$ cat src/assert_macros.svh
// assertion helpers shared by the rtl files
`ifndef ASSERT_MACROS_SVH
`define ASSERT_MACROS_SVH

// whenever the condition holds, the consequence must hold in the same cycle
`define ASSERT_IMPLIES(label, clk, rst, cond, cons) \
  label: assert property (@(posedge clk) disable iff (rst) (cond) |-> (cons)) \
    else $error("implication check failed");

// the condition must never hold outside reset
`define ASSERT_NEVER(label, clk, rst, cond) \
  label: assert property (@(posedge clk) disable iff (rst) !(cond)) \
    else $error("forbidden condition seen");

`endif

$ cat src/hmtp_pkg.sv
package hmtp_pkg;

  // byte classes produced by the front end
  localparam logic [3:0] CLS_SPACE   = 4'd0;
  localparam logic [3:0] CLS_NEWLINE = 4'd1;
  localparam logic [3:0] CLS_COMMA   = 4'd2;
  localparam logic [3:0] CLS_MINUS   = 4'd3;
  localparam logic [3:0] CLS_PLUS    = 4'd4;
  localparam logic [3:0] CLS_BLANK   = 4'd5;
  localparam logic [3:0] CLS_DEC     = 4'd6;
  localparam logic [3:0] CLS_HEX     = 4'd7;
  localparam logic [3:0] CLS_OTHER   = 4'd8;

  // token phases
  localparam logic [1:0] PH_IDLE   = 2'd0;
  localparam logic [1:0] PH_HEIGHT = 2'd1;
  localparam logic [1:0] PH_PREFIX = 2'd2;
  localparam logic [1:0] PH_COLOR  = 2'd3;

  // height digit phases
  localparam logic [1:0] HD_LEAD   = 2'd0;
  localparam logic [1:0] HD_DIGITS = 2'd1;
  localparam logic [1:0] HD_STOP   = 2'd2;

  localparam logic [23:0] DEFAULT_COLOR_RESET = 24'hF31423;
  localparam logic [16:0] HEIGHT_ACC_MAX      = 17'h1FFFF;

  // queue between front and back
  localparam int QUEUE_DEPTH = 4;
  localparam int QUEUE_AW    = 2;

  // classified byte travelling through the queue
  typedef struct packed {
    logic [3:0] cls;
    logic [3:0] nib;
    logic       fin;
  } item_t;

endpackage

$ cat src/height_map_text_parser.sv
// height-map text parser
// s_* channel: one text byte per transaction, s_tdata[7:0] is the byte and
// s_tlast marks the final byte of the text (ends the open token and row).
// m_* channel: zero or one result per byte. m_tuser is point_valid, m_tlast
// is row_end; m_tdata carries column, row, height, colour, width error and
// the running lowest and highest heights.
// cfg_* channel: writes the 24-bit default colour, always ready; write it
// only while no byte is in flight.
// throughput: one byte per cycle sustained while the output is not stalled.
// The front end classifies each byte into a four-entry queue; the back end
// parses one queued byte per cycle into the output register unless stalled.
// Each accepted byte is first written into the queue and then parsed from
// the queue head into the output register.
// stall: while m_tready is low and a result is valid, the output register
// holds it, the back end stops and the queue fills; s_tready drops when it is full.
// reset: synchronous, clears the queue, the parser and the output valid flag
// and loads the default colour 0xF31423.
module height_map_text_parser
  import hmtp_pkg::*;
#(
  parameter int MAX_COLUMNS = 1024,
  parameter int MAX_ROWS    = 1024
) (
  input  logic        clk,
  input  logic        rst,
  input  logic        s_tvalid,
  output logic        s_tready,
  input  logic [7:0]  s_tdata,   // [7:0] char_byte
  input  logic        s_tlast,
  output logic        m_tvalid,
  input  logic        m_tready,
  output logic [95:0] m_tdata,   // [9:0] column, [19:10] row, [35:20] height_value,
                                 // [59:36] color, [60] width_error, [76:61] lowest,
                                 // [92:77] highest, [95:93] zero
  output logic        m_tuser,   // [0] point_valid
  output logic        m_tlast,
  input  logic        cfg_valid,
  output logic        cfg_ready,
  input  logic [23:0] cfg_data
);

  item_t              front_item;
  item_t              head_item;
  logic               q_full;
  logic               q_not_empty;
  logic               q_pop;
  logic               push;
  logic [9:0]         column;
  logic [9:0]         row;
  logic signed [15:0] height_value;
  logic [23:0]        color;
  logic               width_error;
  logic signed [15:0] lowest;
  logic signed [15:0] highest;

  assign s_tready  = !q_full;
  assign push      = s_tvalid && s_tready;
  assign cfg_ready = 1'b1;

  // byte classification
  hmtp_front u_front (
    .char_byte  (s_tdata),
    .final_byte (s_tlast),
    .item       (front_item)
  );

  // decoupling queue
  hmtp_queue u_queue (
    .clk       (clk),
    .rst       (rst),
    .push      (push),
    .push_item (front_item),
    .full      (q_full),
    .pop       (q_pop),
    .not_empty (q_not_empty),
    .head      (head_item)
  );

  // parser and output register
  hmtp_back #(
    .MAX_COLUMNS (MAX_COLUMNS),
    .MAX_ROWS    (MAX_ROWS)
  ) u_back (
    .clk         (clk),
    .rst         (rst),
    .cfg_write   (cfg_valid && cfg_ready),
    .cfg_color   (cfg_data),
    .q_valid     (q_not_empty),
    .it          (head_item),
    .q_pop       (q_pop),
    .out_valid   (m_tvalid),
    .out_ready   (m_tready),
    .out_point   (m_tuser),
    .out_column  (column),
    .out_row     (row),
    .out_height  (height_value),
    .out_color   (color),
    .out_row_end (m_tlast),
    .out_werr    (width_error),
    .out_lowest  (lowest),
    .out_highest (highest)
  );

  // result packing
  assign m_tdata = {3'b000, highest, lowest, width_error, color, height_value, row, column};

endmodule

$ cat src/hmtp_front.sv
module hmtp_front
  import hmtp_pkg::*;
(
  input  logic [7:0] char_byte,
  input  logic       final_byte,
  output item_t      item
);

  // classify the incoming byte and extract its digit value
  always_comb begin
    item.fin = final_byte;
    item.nib = 4'd0;
    item.cls = CLS_OTHER;
    if (char_byte == 8'h20) begin
      item.cls = CLS_SPACE;
    end else if (char_byte == 8'h0A) begin
      item.cls = CLS_NEWLINE;
    end else if (char_byte == 8'h2C) begin
      item.cls = CLS_COMMA;
    end else if (char_byte == 8'h2D) begin
      item.cls = CLS_MINUS;
    end else if (char_byte == 8'h2B) begin
      item.cls = CLS_PLUS;
    end else if (char_byte == 8'h09 || char_byte == 8'h0B ||
                 char_byte == 8'h0C || char_byte == 8'h0D) begin
      item.cls = CLS_BLANK;
    end else if (char_byte >= 8'h30 && char_byte <= 8'h39) begin
      item.cls = CLS_DEC;
      item.nib = 4'(char_byte - 8'h30);
    end else if (char_byte >= 8'h61 && char_byte <= 8'h66) begin
      item.cls = CLS_HEX;
      item.nib = 4'(char_byte - 8'h57);
    end else if (char_byte >= 8'h41 && char_byte <= 8'h46) begin
      item.cls = CLS_HEX;
      item.nib = 4'(char_byte - 8'h37);
    end
  end

endmodule

$ cat src/hmtp_queue.sv
`include "assert_macros.svh"

module hmtp_queue
  import hmtp_pkg::*;
(
  input  logic  clk,
  input  logic  rst,
  input  logic  push,
  input  item_t push_item,
  output logic  full,
  input  logic  pop,
  output logic  not_empty,
  output item_t head
);

  item_t                 entries [QUEUE_DEPTH];
  logic [QUEUE_AW-1:0]   wr_ptr;
  logic [QUEUE_AW-1:0]   rd_ptr;
  logic [QUEUE_AW:0]     count;

  assign full      = (count == (QUEUE_AW+1)'(QUEUE_DEPTH));
  assign not_empty = (count != '0);
  assign head      = entries[rd_ptr];

  // entry storage
  always_ff @(posedge clk) begin
    if (push) begin
      entries[wr_ptr] <= push_item;
    end
  end

  // pointers and fill level
  always_ff @(posedge clk) begin
    if (rst) begin
      wr_ptr <= '0;
      rd_ptr <= '0;
      count  <= '0;
    end else begin
      if (push) begin
        wr_ptr <= wr_ptr + 1'b1;
      end
      if (pop) begin
        rd_ptr <= rd_ptr + 1'b1;
      end
      if (push && !pop) begin
        count <= count + 1'b1;
      end else if (pop && !push) begin
        count <= count - 1'b1;
      end
    end
  end

  `ASSERT_NEVER(a_no_overflow, clk, rst, push && full && !pop)
  `ASSERT_NEVER(a_no_underflow, clk, rst, pop && !not_empty)

endmodule

$ cat src/hmtp_back.sv
`include "assert_macros.svh"

module hmtp_back
  import hmtp_pkg::*;
#(
  parameter int MAX_COLUMNS = 1024,
  parameter int MAX_ROWS    = 1024
) (
  input  logic         clk,
  input  logic         rst,
  input  logic         cfg_write,
  input  logic [23:0]  cfg_color,
  input  logic         q_valid,
  input  item_t        it,
  output logic         q_pop,
  output logic         out_valid,
  input  logic         out_ready,
  output logic         out_point,
  output logic [9:0]   out_column,
  output logic [9:0]   out_row,
  output logic signed [15:0] out_height,
  output logic [23:0]  out_color,
  output logic         out_row_end,
  output logic         out_werr,
  output logic signed [15:0] out_lowest,
  output logic signed [15:0] out_highest
);

  localparam int CW = $clog2(MAX_COLUMNS + 2);
  localparam int RW = $clog2(MAX_ROWS + 1);

  // parser state
  logic [23:0]        default_color;
  logic [1:0]         phase, phase_next;
  logic               neg, neg_next;
  logic [16:0]        hacc, hacc_next;
  logic [23:0]        cacc, cacc_next;
  logic               pskip, pskip_next;
  logic [1:0]         dph, dph_next;
  logic               cstop, cstop_next;
  logic [CW-1:0]      ccount, ccount_next;
  logic [RW-1:0]      rcount, rcount_next;
  logic [CW-1:0]      expw, expw_next;
  logic               first_pend, first_pend_next;
  logic signed [15:0] min_h, min_h_next;
  logic signed [15:0] max_h, max_h_next;

  // result of the current byte
  logic               res_point;
  logic               res_end;
  logic               res_err;
  logic [9:0]         res_col;
  logic [9:0]         res_row;
  logic signed [15:0] res_height;
  logic [23:0]        res_color;
  logic signed [15:0] res_low;
  logic signed [15:0] res_high;

  assign q_pop = q_valid && (!out_valid || out_ready);

  // next state and result for one classified byte
  always_comb begin
    logic               is_space;
    logic               is_nl;
    logic               fed;
    logic               take;
    logic               finish;
    logic [20:0]        prod;
    logic [16:0]        hneg;
    logic signed [15:0] h;
    logic [31:0]        col_wide;
    logic [31:0]        row_wide;
    logic [RW-1:0]      row_sel;

    phase_next      = phase;
    neg_next        = neg;
    hacc_next       = hacc;
    cacc_next       = cacc;
    pskip_next      = pskip;
    dph_next        = dph;
    cstop_next      = cstop;
    ccount_next     = ccount;
    rcount_next     = rcount;
    expw_next       = expw;
    first_pend_next = first_pend;
    min_h_next      = min_h;
    max_h_next      = max_h;
    res_point       = 1'b0;
    res_end         = 1'b0;
    res_err         = 1'b0;
    res_col         = '0;
    res_row         = '0;
    res_height      = '0;
    res_color       = '0;
    take            = 1'b0;
    prod            = '0;
    hneg            = '0;
    h               = '0;
    col_wide        = '0;

    is_space = (it.cls == CLS_SPACE);
    is_nl    = (it.cls == CLS_NEWLINE);
    fed      = !is_space && !is_nl;

    // row index reported with points and row ends
    row_sel  = (rcount < RW'(MAX_ROWS)) ? rcount : RW'(MAX_ROWS - 1);
    row_wide = 32'(row_sel);

    // token byte handling
    if (fed) begin
      if (phase_next == PH_IDLE) begin
        phase_next = PH_HEIGHT;
        neg_next   = 1'b0;
        hacc_next  = '0;
        cacc_next  = '0;
        pskip_next = 1'b0;
        dph_next   = HD_LEAD;
        cstop_next = 1'b0;
      end
      case (phase_next)
        PH_HEIGHT: begin
          if (it.cls == CLS_COMMA) begin
            phase_next = PH_PREFIX;
            pskip_next = 1'b0;
            cacc_next  = '0;
            cstop_next = 1'b0;
          end else begin
            take = 1'b1;
            if (dph_next == HD_LEAD) begin
              if (it.cls == CLS_BLANK) begin
                take = 1'b0;
              end else begin
                dph_next = HD_DIGITS;
                if (it.cls == CLS_MINUS) begin
                  neg_next = 1'b1;
                  take     = 1'b0;
                end else if (it.cls == CLS_PLUS) begin
                  take = 1'b0;
                end
              end
            end
            if (take && dph_next == HD_DIGITS) begin
              if (it.cls == CLS_DEC) begin
                prod = (21'(hacc_next) << 3) + (21'(hacc_next) << 1) + 21'(it.nib);
                hacc_next = (prod > 21'(HEIGHT_ACC_MAX)) ? HEIGHT_ACC_MAX : prod[16:0];
              end else begin
                dph_next = HD_STOP;
              end
            end
          end
        end
        PH_PREFIX: begin
          if (pskip_next) begin
            phase_next = PH_COLOR;
          end
          pskip_next = 1'b1;
        end
        PH_COLOR: begin
          if (!cstop_next) begin
            if (it.cls == CLS_DEC || it.cls == CLS_HEX) begin
              cacc_next = {cacc_next[19:0], it.nib};
            end else begin
              cstop_next = 1'b1;
            end
          end
        end
        default: ;
      endcase
    end

    // token end
    finish = ((is_space || is_nl) && phase != PH_IDLE) || (fed && it.fin);
    if (finish) begin
      hneg = ~hacc_next + 17'd1;
      if (neg_next) begin
        h = (hacc_next > 17'd32768) ? 16'sh8000 : $signed(hneg[15:0]);
      end else begin
        h = (hacc_next > 17'd32767) ? 16'sh7FFF : $signed(hacc_next[15:0]);
      end
      if (ccount < CW'(MAX_COLUMNS) && rcount < RW'(MAX_ROWS)) begin
        col_wide   = 32'(ccount);
        res_point  = 1'b1;
        res_col    = col_wide[9:0];
        res_row    = row_wide[9:0];
        res_height = h;
        res_color  = (phase_next == PH_HEIGHT) ? default_color : cacc_next;
        if (h < min_h_next) begin
          min_h_next = h;
        end
        if (h > max_h_next) begin
          max_h_next = h;
        end
      end
      if (ccount <= CW'(MAX_COLUMNS)) begin
        ccount_next = ccount + 1'b1;
      end
      phase_next = PH_IDLE;
    end

    // row end
    if (is_nl || it.fin) begin
      res_end = 1'b1;
      res_row = row_wide[9:0];
      if (first_pend) begin
        expw_next       = ccount_next;
        first_pend_next = 1'b0;
      end else if (ccount_next != expw) begin
        res_err = 1'b1;
      end
      if (rcount < RW'(MAX_ROWS)) begin
        rcount_next = rcount + 1'b1;
      end
      ccount_next = '0;
    end

    res_low  = min_h_next;
    res_high = max_h_next;

    // last byte of the text returns the parser to its start state
    if (it.fin) begin
      phase_next      = PH_IDLE;
      neg_next        = 1'b0;
      hacc_next       = '0;
      cacc_next       = '0;
      pskip_next      = 1'b0;
      dph_next        = HD_LEAD;
      cstop_next      = 1'b0;
      ccount_next     = '0;
      rcount_next     = '0;
      expw_next       = '0;
      first_pend_next = 1'b1;
      min_h_next      = '0;
      max_h_next      = '0;
    end
  end

  // default colour register
  always_ff @(posedge clk) begin
    if (rst) begin
      default_color <= DEFAULT_COLOR_RESET;
    end else if (cfg_write) begin
      default_color <= cfg_color;
    end
  end

  // parser state registers
  always_ff @(posedge clk) begin
    if (rst) begin
      phase      <= PH_IDLE;
      neg        <= 1'b0;
      hacc       <= '0;
      cacc       <= '0;
      pskip      <= 1'b0;
      dph        <= HD_LEAD;
      cstop      <= 1'b0;
      ccount     <= '0;
      rcount     <= '0;
      expw       <= '0;
      first_pend <= 1'b1;
      min_h      <= '0;
      max_h      <= '0;
    end else if (q_pop) begin
      phase      <= phase_next;
      neg        <= neg_next;
      hacc       <= hacc_next;
      cacc       <= cacc_next;
      pskip      <= pskip_next;
      dph        <= dph_next;
      cstop      <= cstop_next;
      ccount     <= ccount_next;
      rcount     <= rcount_next;
      expw       <= expw_next;
      first_pend <= first_pend_next;
      min_h      <= min_h_next;
      max_h      <= max_h_next;
    end
  end

  // output register valid
  always_ff @(posedge clk) begin
    if (rst) begin
      out_valid <= 1'b0;
    end else if (q_pop && (res_point || res_end)) begin
      out_valid <= 1'b1;
    end else if (out_ready) begin
      out_valid <= 1'b0;
    end
  end

  // output register payload
  always_ff @(posedge clk) begin
    if (q_pop && (res_point || res_end)) begin
      out_point   <= res_point;
      out_column  <= res_col;
      out_row     <= res_row;
      out_height  <= res_height;
      out_color   <= res_color;
      out_row_end <= res_end;
      out_werr    <= res_err;
      out_lowest  <= res_low;
      out_highest <= res_high;
    end
  end

  `ASSERT_IMPLIES(a_point_in_range, clk, rst, out_valid && out_point,
                  (out_lowest <= out_height) && (out_height <= out_highest))
  `ASSERT_IMPLIES(a_err_needs_row_end, clk, rst, out_valid && out_werr, out_row_end)
  `ASSERT_NEVER(a_empty_result, clk, rst, out_valid && !out_point && !out_row_end)

endmodule
$ cat config.mk
export PLATFORM = sky130hd
export DESIGN_NAME = height_map_text_parser
export DESIGN_NICKNAME = d
export VERILOG_FILES = /design/src/hmtp_pkg.sv /design/src/height_map_text_parser.sv /design/src/hmtp_front.sv /design/src/hmtp_queue.sv /design/src/hmtp_back.sv
export VERILOG_INCLUDE_DIRS = /design/src /design/src/src
export SDC_FILE = /design/constraint.sdc
export NUM_CORES = 1
export LEC_CHECK = 0
export CAP_MARGIN = 20
export CORE_ASPECT_RATIO = 1.25
export CORE_MARGIN = 2
export CORE_UTILIZATION = 34
export CTS_BUF_LIST = sky130_fd_sc_hd__clkbuf_16
export DETAILED_ROUTE_END_ITERATION = 10
export DONT_BUFFER_PORTS = 1
export GPL_ROUTABILITY_DRIVEN = 0
export PLACE_DENSITY = 0.54
export SLEW_MARGIN = 10
export SYNTH_ARGS = -nofsm -noshare
export SYNTH_HDL_FRONTEND = slang
export SYNTH_SLANG_ARGS = --single-unit
$ cat constraint.sdc
create_clock -name clk -period 10.8 [get_ports clk]
set_input_delay 1.08 -clock clk [delete_from_list [all_inputs] [get_ports clk]]
set_output_delay 1.08 -clock clk [all_outputs]
set_load 0.005 [all_outputs]
==> impl_metrics.tcl, run 1 <==
set metrics [dict create \
    grt_usage_pct 16.8 \
    netlist_area_um2 15200 \
    synth_seq_area_share_pct 45.3 \
    hold_viol 0 \
    vdd_drop_max_v 0.000294 \
    cts_resized 0 \
    grtUsageMet1_pct 22.0 \
    start_util_pct 34.5 \
    crit_family "compound AO/OA/AOI/OAI gates" \
    fmax_mhz 108 \
    fin_crit_ns 9.24 \
    synth_enable_flop_cells 131 \
    cts_sinks 279 \
    regToRegEndpoint "u_back.max_h[15]" \
    period_share_pct 85.6 \
    worstSetupStartpointType "flop" \
    mostFrequentLayoutCell "nor2_1" \
    rr_worst_depth 30 \
    antenna_cells 0 \
    final_cell_mix "nor2_1 (216), dfxtp_1 (148), edfxtp_1 (131), nand2_1 (94), ha_1 (79)" \
    post_cts_buffers 0 \
    insertion_delay_ns 0.59 \
    tns_ns 0 \
    ys_ff_latch 279 \
    wirelength_um 40100 \
    cpPeakStageDelay_ns 0.70 \
    fillers 4395 \
    firstDrtPassIters 5 \
    core_um2 44200 \
    reg2reg_slack_ns 1.56 \
    power_leakage_nw 6.43 \
    die_area_um2 46500 \
    antenna_found_initial 1 \
    cp.required_ns 11.33 \
    rsz0062_at_grt "no" \
    ys.flop_type "dfxtp_1" \
    crit_path_end_kind "flop" \
    ant_nets 0 \
    hold_path_depth 2 \
    maxSlewViolCount 0 \
    whs_endpoint "u_back.default_color[17]" \
    synth.distinct_cells 95 \
    finalPower_mw 4.17 \
    maxCapViolCount 0 \
    grt_pass1_vias 11000 \
    grt_max_degree 108 \
    p_per_area_nw_per_um2 250 \
    root_buffer "clkbuf_16" \
    nNetsFinal 1605 \
    drive_gt1_share_pct 9.07 \
    cts_buffers 30 \
    boundaryPins 139 \
    first_iter_violations 831 \
    clkTransAtPathRegs_ns 0.06 \
    cts_max_path_buffers 3 \
    outcome "finished clean" \
    dieWidth_um 193 \
    arrival_ns 9.77 \
    relSlewSlack_pct 27.8 \
    via_per_inst 5.49 \
    postSynthAreaPerCell_um2 9.99 \
    cts-hold-fix-buffers 0 \
    path_max_fanout 12 \
    async_flop_share_pct 0 \
    syn_inst 1525 \
    drc 0 \
    overflow 0 \
    use_met3_pct 2.56 \
    dp_hpwl_um 28200 \
    vias 11400 \
    grt_util_met2_pct 29.1 \
    skew_ns 0.0233 \
    area_growth_pct 9.39 \
    utilization_pct 37.7 \
    h-tree-depth 1 \
    io_buffers 0 \
    min-delay-start "u_back.default_color[17]" \
    grt_pass1_wl_um 63400 \
    die_h_um 241 \
    path_class "reg2reg" \
    wl_per_cell_um 19.3 \
    grt.busiest_layer "met2" \
    worst_path_most_repeated_cell "o21a_1" \
    yosys_warnings 0 \
    whs_ns 0.474 \
    setup_viol 0 \
    slowest_stage "dfxtp_1" \
    crit_buf_inv 3 \
    worst_pin_slew_ns 1.08 \
    num_rows 86 \
    cts_tree "yes" \
    hp-class "reg2reg" \
]
==> synthesized netlist by cell type (20+ instances only) <==
master	instances	area share [%]
nor2_1	217	5.3
a21o_1	20	0.99
a22oi_1	68	3.3
mux2i_1	57	3.7
a22o_1	40	2.3
a21oi_1	62	2.0
nand2_1	94	2.3
clkbuf_1	68	1.7
mux2_2	21	1.6
xnor2_1	21	1.2
nor3_1	20	0.66
nand4_1	24	0.99
xor2_1	30	1.7
ha_1	79	6.5
nand3_1	37	1.2
dfxtp_1	148	19
o21ai_0	55	1.8
and2_1	40	1.6
edfxtp_1	131	26
inv_1	52	1.3
==> flip-flops by register name, indices dropped and copies added (netlist names), 3 cells and up, named ones only <==
signal                count
u_back.out_color         24
u_back.out_height        16
u_back.out_row           10
u_back.out_column        10
u_back.max_h             16
u_back.cacc              24
u_queue.entries          36
u_back.default_color     24
u_back.min_h             16
u_back.expw              11
u_back.out_highest       16
u_back.rcount            11
u_back.ccount            11
u_queue.count             3
u_back.out_lowest        16
u_back.hacc              17
==> routing by layer <==
layer	share of wire, %	vias to the layer above
li1	-	5537
met1	44	5588
met2	49	257
met3	4.3	57
met4	2.1	0
met5	0	-
==> how the worst max path moves through the flow <==
stage / to / from / slack (ns) / depth (start not counted)
final: u_back.max_h[15] / flop / 1.56 / 30
after global routing: u_back.min_h[14] / flop / 0.75 / 29
after CTS: u_back.max_h[4] / flop / 1.57 / 30
after floorplan: u_back.out_lowest[11] / u_back.phase[0] / 2.62 / 32
after global placement: u_back.min_h[15] / flop / 1.69 / 29
after detailed placement: u_back.min_h[10] / flop / 1.60 / 29
==> cell families after synthesis <==
logic type	synth area share, %
flops	45.3
compound gates	17.6
mux	7.07
xor+xnor	2.93
buf+inv	3.96
fa+ha+maj	6.75
simple gates	16.4
other cells	0.0493
==> per-stage QoR <==
| stage | setup WS (ns) | instance area [um2] | std cells |
|---|---|---|---|
| 5_1_grt | 0.754 | 16700 | 2082 |
| 3_5_place_dp | 1.60 | 15700 | 2026 |
| 3_3_place_gp | 1.69 | 15700 | 2026 |
| 2_1_floorplan | 2.62 | 15200 | 1527 |
| 6_report | 1.56 | 16700 | 2082 |
| 4_1_cts | 1.57 | 16700 | 2082 |
==> final cells by class <==
cell class | instances | area [um2] | share of cell area (%)
Multi-Input combinational cell | 1105 | 7770 | 46.6
Sequential cell | 279 | 6900 | 41.4
Clock buffer | 30 | 751 | 4.50
Tap cell | 572 | 716 | 4.29
Clock inverter | 26 | 204 | 1.22
Inverter | 53 | 201 | 1.21
Timing Repair Buffer | 17 | 128 | 0.766
==> power by group <==
group / leakage (nW) / internal [mW] / total, mW / switching, mW
Combinational: 3.48 / 0.522 / 1.59 / 1.07
Sequential: 2.47 / 1.43 / 1.58 / 0.149
Clock: 0.474 / 0.557 / 1.00 / 0.444
==> tightest hold or removal path: stages (launching register included) <==
cell	delay, ns
dfxtp_1	0.33
mux2i_1	0.06
nand2_1	0.06
No activity file was read; power rests on OpenSTA's default activity.
==> run 2: changes to the inputs <==
- clock period: 10.8 -> 10.6 ns (I/O delays scaled with it)
==> impl_metrics.tcl, run 2 (synthesized netlist as in run 1, its figures left out) <==
set metrics [dict create \
    worst_path_most_repeated_cell "ha_1" \
    skew_ns 0.0174 \
    h-tree-depth 1 \
    hp-class "reg2reg" \
    pre_cts_ws_ns 1.37 \
    cts-hold-fix-buffers 0 \
    drive_gt1_share_pct 9.40 \
    path_class "reg2reg" \
    post_cts_buffers 0 \
    path_max_fanout 13 \
    whs_ns 0.472 \
    antenna_cells 0 \
    die_h_um 241 \
    die_area_um2 46500 \
    final_cell_mix "nor2_1 (216), dfxtp_1 (148), edfxtp_1 (131), nand2_1 (94), ha_1 (79)" \
    num_rows 86 \
    dp_hpwl_um 28400 \
    cts_resized 0 \
    io_buffers 0 \
    regArea_um2 6900 \
    mostFrequentLayoutCell "nor2_1" \
    boundaryPins 139 \
    cts_sinks 279 \
    fin_crit_ns 9.24 \
    grt_pass1_wl_um 62700 \
    nNetsFinal 1605 \
    regMostFlops "u_queue.entries" \
    rr_worst_depth 29 \
    tns_ns 0 \
    grt_pass1_vias 11300 \
    overflow 0 \
    arrival_ns 9.76 \
    vias 11300 \
    first_iter_violations 737 \
    maxCapViolCount 0 \
    ant_nets 0 \
    period_share_pct 87.2 \
    cpPeakStageDelay_ns 0.72 \
    area_growth_pct 9.74 \
    via_per_inst 5.44 \
    relSlewSlack_pct 26.6 \
    vdd_drop_max_v 0.000178 \
    crit_path_end_kind "flop" \
    dieWidth_um 193 \
    outcome "finished clean" \
    antenna_found_initial 0 \
    wirelength_um 39700 \
    maxSlewViolCount 0 \
    cts_tree "yes" \
    grt_max_degree 108 \
    p_per_area_nw_per_um2 257 \
    rsz0062_at_grt "no" \
    setup_viol 0 \
    hold_path_depth 2 \
    worstSetupStartpointType "flop" \
    clkTransAtPathRegs_ns 0.07 \
    largest_reg_flops 36 \
    cp.required_ns 11.12 \
    firstDrtPassIters 5 \
    cts_max_path_buffers 3 \
    multi_input_comb_area_um2 7770 \
    start_util_pct 34.5 \
    slowest_stage "dfxtp_1" \
    setup_ws_ns 1.36 \
    power_leakage_nw 6.46 \
    worst_pin_slew_ns 1.10 \
    cts_buffers 30 \
    drc 0 \
    grt_usage_pct 16.5 \
    wl_per_cell_um 19.0 \
    core_um2 44200 \
    fmax_mhz 108 \
    hold_viol 0 \
    insertion_delay_ns 0.58 \
    fillers 4380 \
    root_buffer "clkbuf_16" \
]
## run 2: critical path: cells and delay by family (launching register included)
family                   cells  cell delay, ns
AO/OA/AOI/OAI               10            3.37
AND/OR/NAND/NOR              8            2.36
adder cells (fa/ha/maj)      5            1.37
multiplexers                 2            0.83
flip-flops                   1            0.72
buffers and inverters        3            0.39
XOR/XNOR                     1            0.15
## run 2: layout make-up
cell class              count  share of cell area [%]
multi-input cells        1105                    46.5
flip-flops and latches    279                    41.2
clock buffers              30                    4.49
well taps                 572                    4.28
clock inverters            26                    1.53
inverters                  53                    1.20
repair buffers             17                   0.763
## run 2: through the flow
| stage | instance area (um2) | cells | utilization, % | power, mW |
|---|---|---|---|---|
| detailed placement | 15700 | 2026 | 35.5 | 3.26 |
| floorplan | 15200 | 1527 | - | 2.81 |
| CTS | 16700 | 2082 | 37.8 | 4.35 |
| finish | 16700 | 2082 | 37.8 | 4.29 |
| global route | 16700 | 2082 | 37.8 | 4.54 |
| global placement | 15700 | 2026 | 35.5 | 3.24 |
## run 2: worst paths after layout
check / slack [ns] / start / end
worst max-delay path: 1.36 / flop / u_back.min_h[14]
worst min-delay path: 0.47 / u_back.max_h[7] / u_back.max_h[7]
worst max register to register: 1.36 / flop / u_back.min_h[14]
worst min register to register: 0.47 / u_back.max_h[7] / u_back.max_h[7]
## run 2: power by group
part / leakage (nW) / switching [mW] / internal (mW) / total (mW)
Combinational: 3.48 / 1.08 / 0.531 / 1.61
Sequential: 2.47 / 0.152 / 1.46 / 1.61
Clock: 0.508 / 0.454 / 0.617 / 1.07
Total: 6.46 / 1.69 / 2.61 / 4.29
## run 2: metal layers
layer	share of wire (%)	track usage [%]	routed length, um	vias to the layer above
li1	-	-	-	5531
met1	44	20.6	17600	5494
met2	49	29.1	19400	238
met3	4.4	3.00	1760	55
met4	2.1	4.60	851	0
met5	0	0	0	-
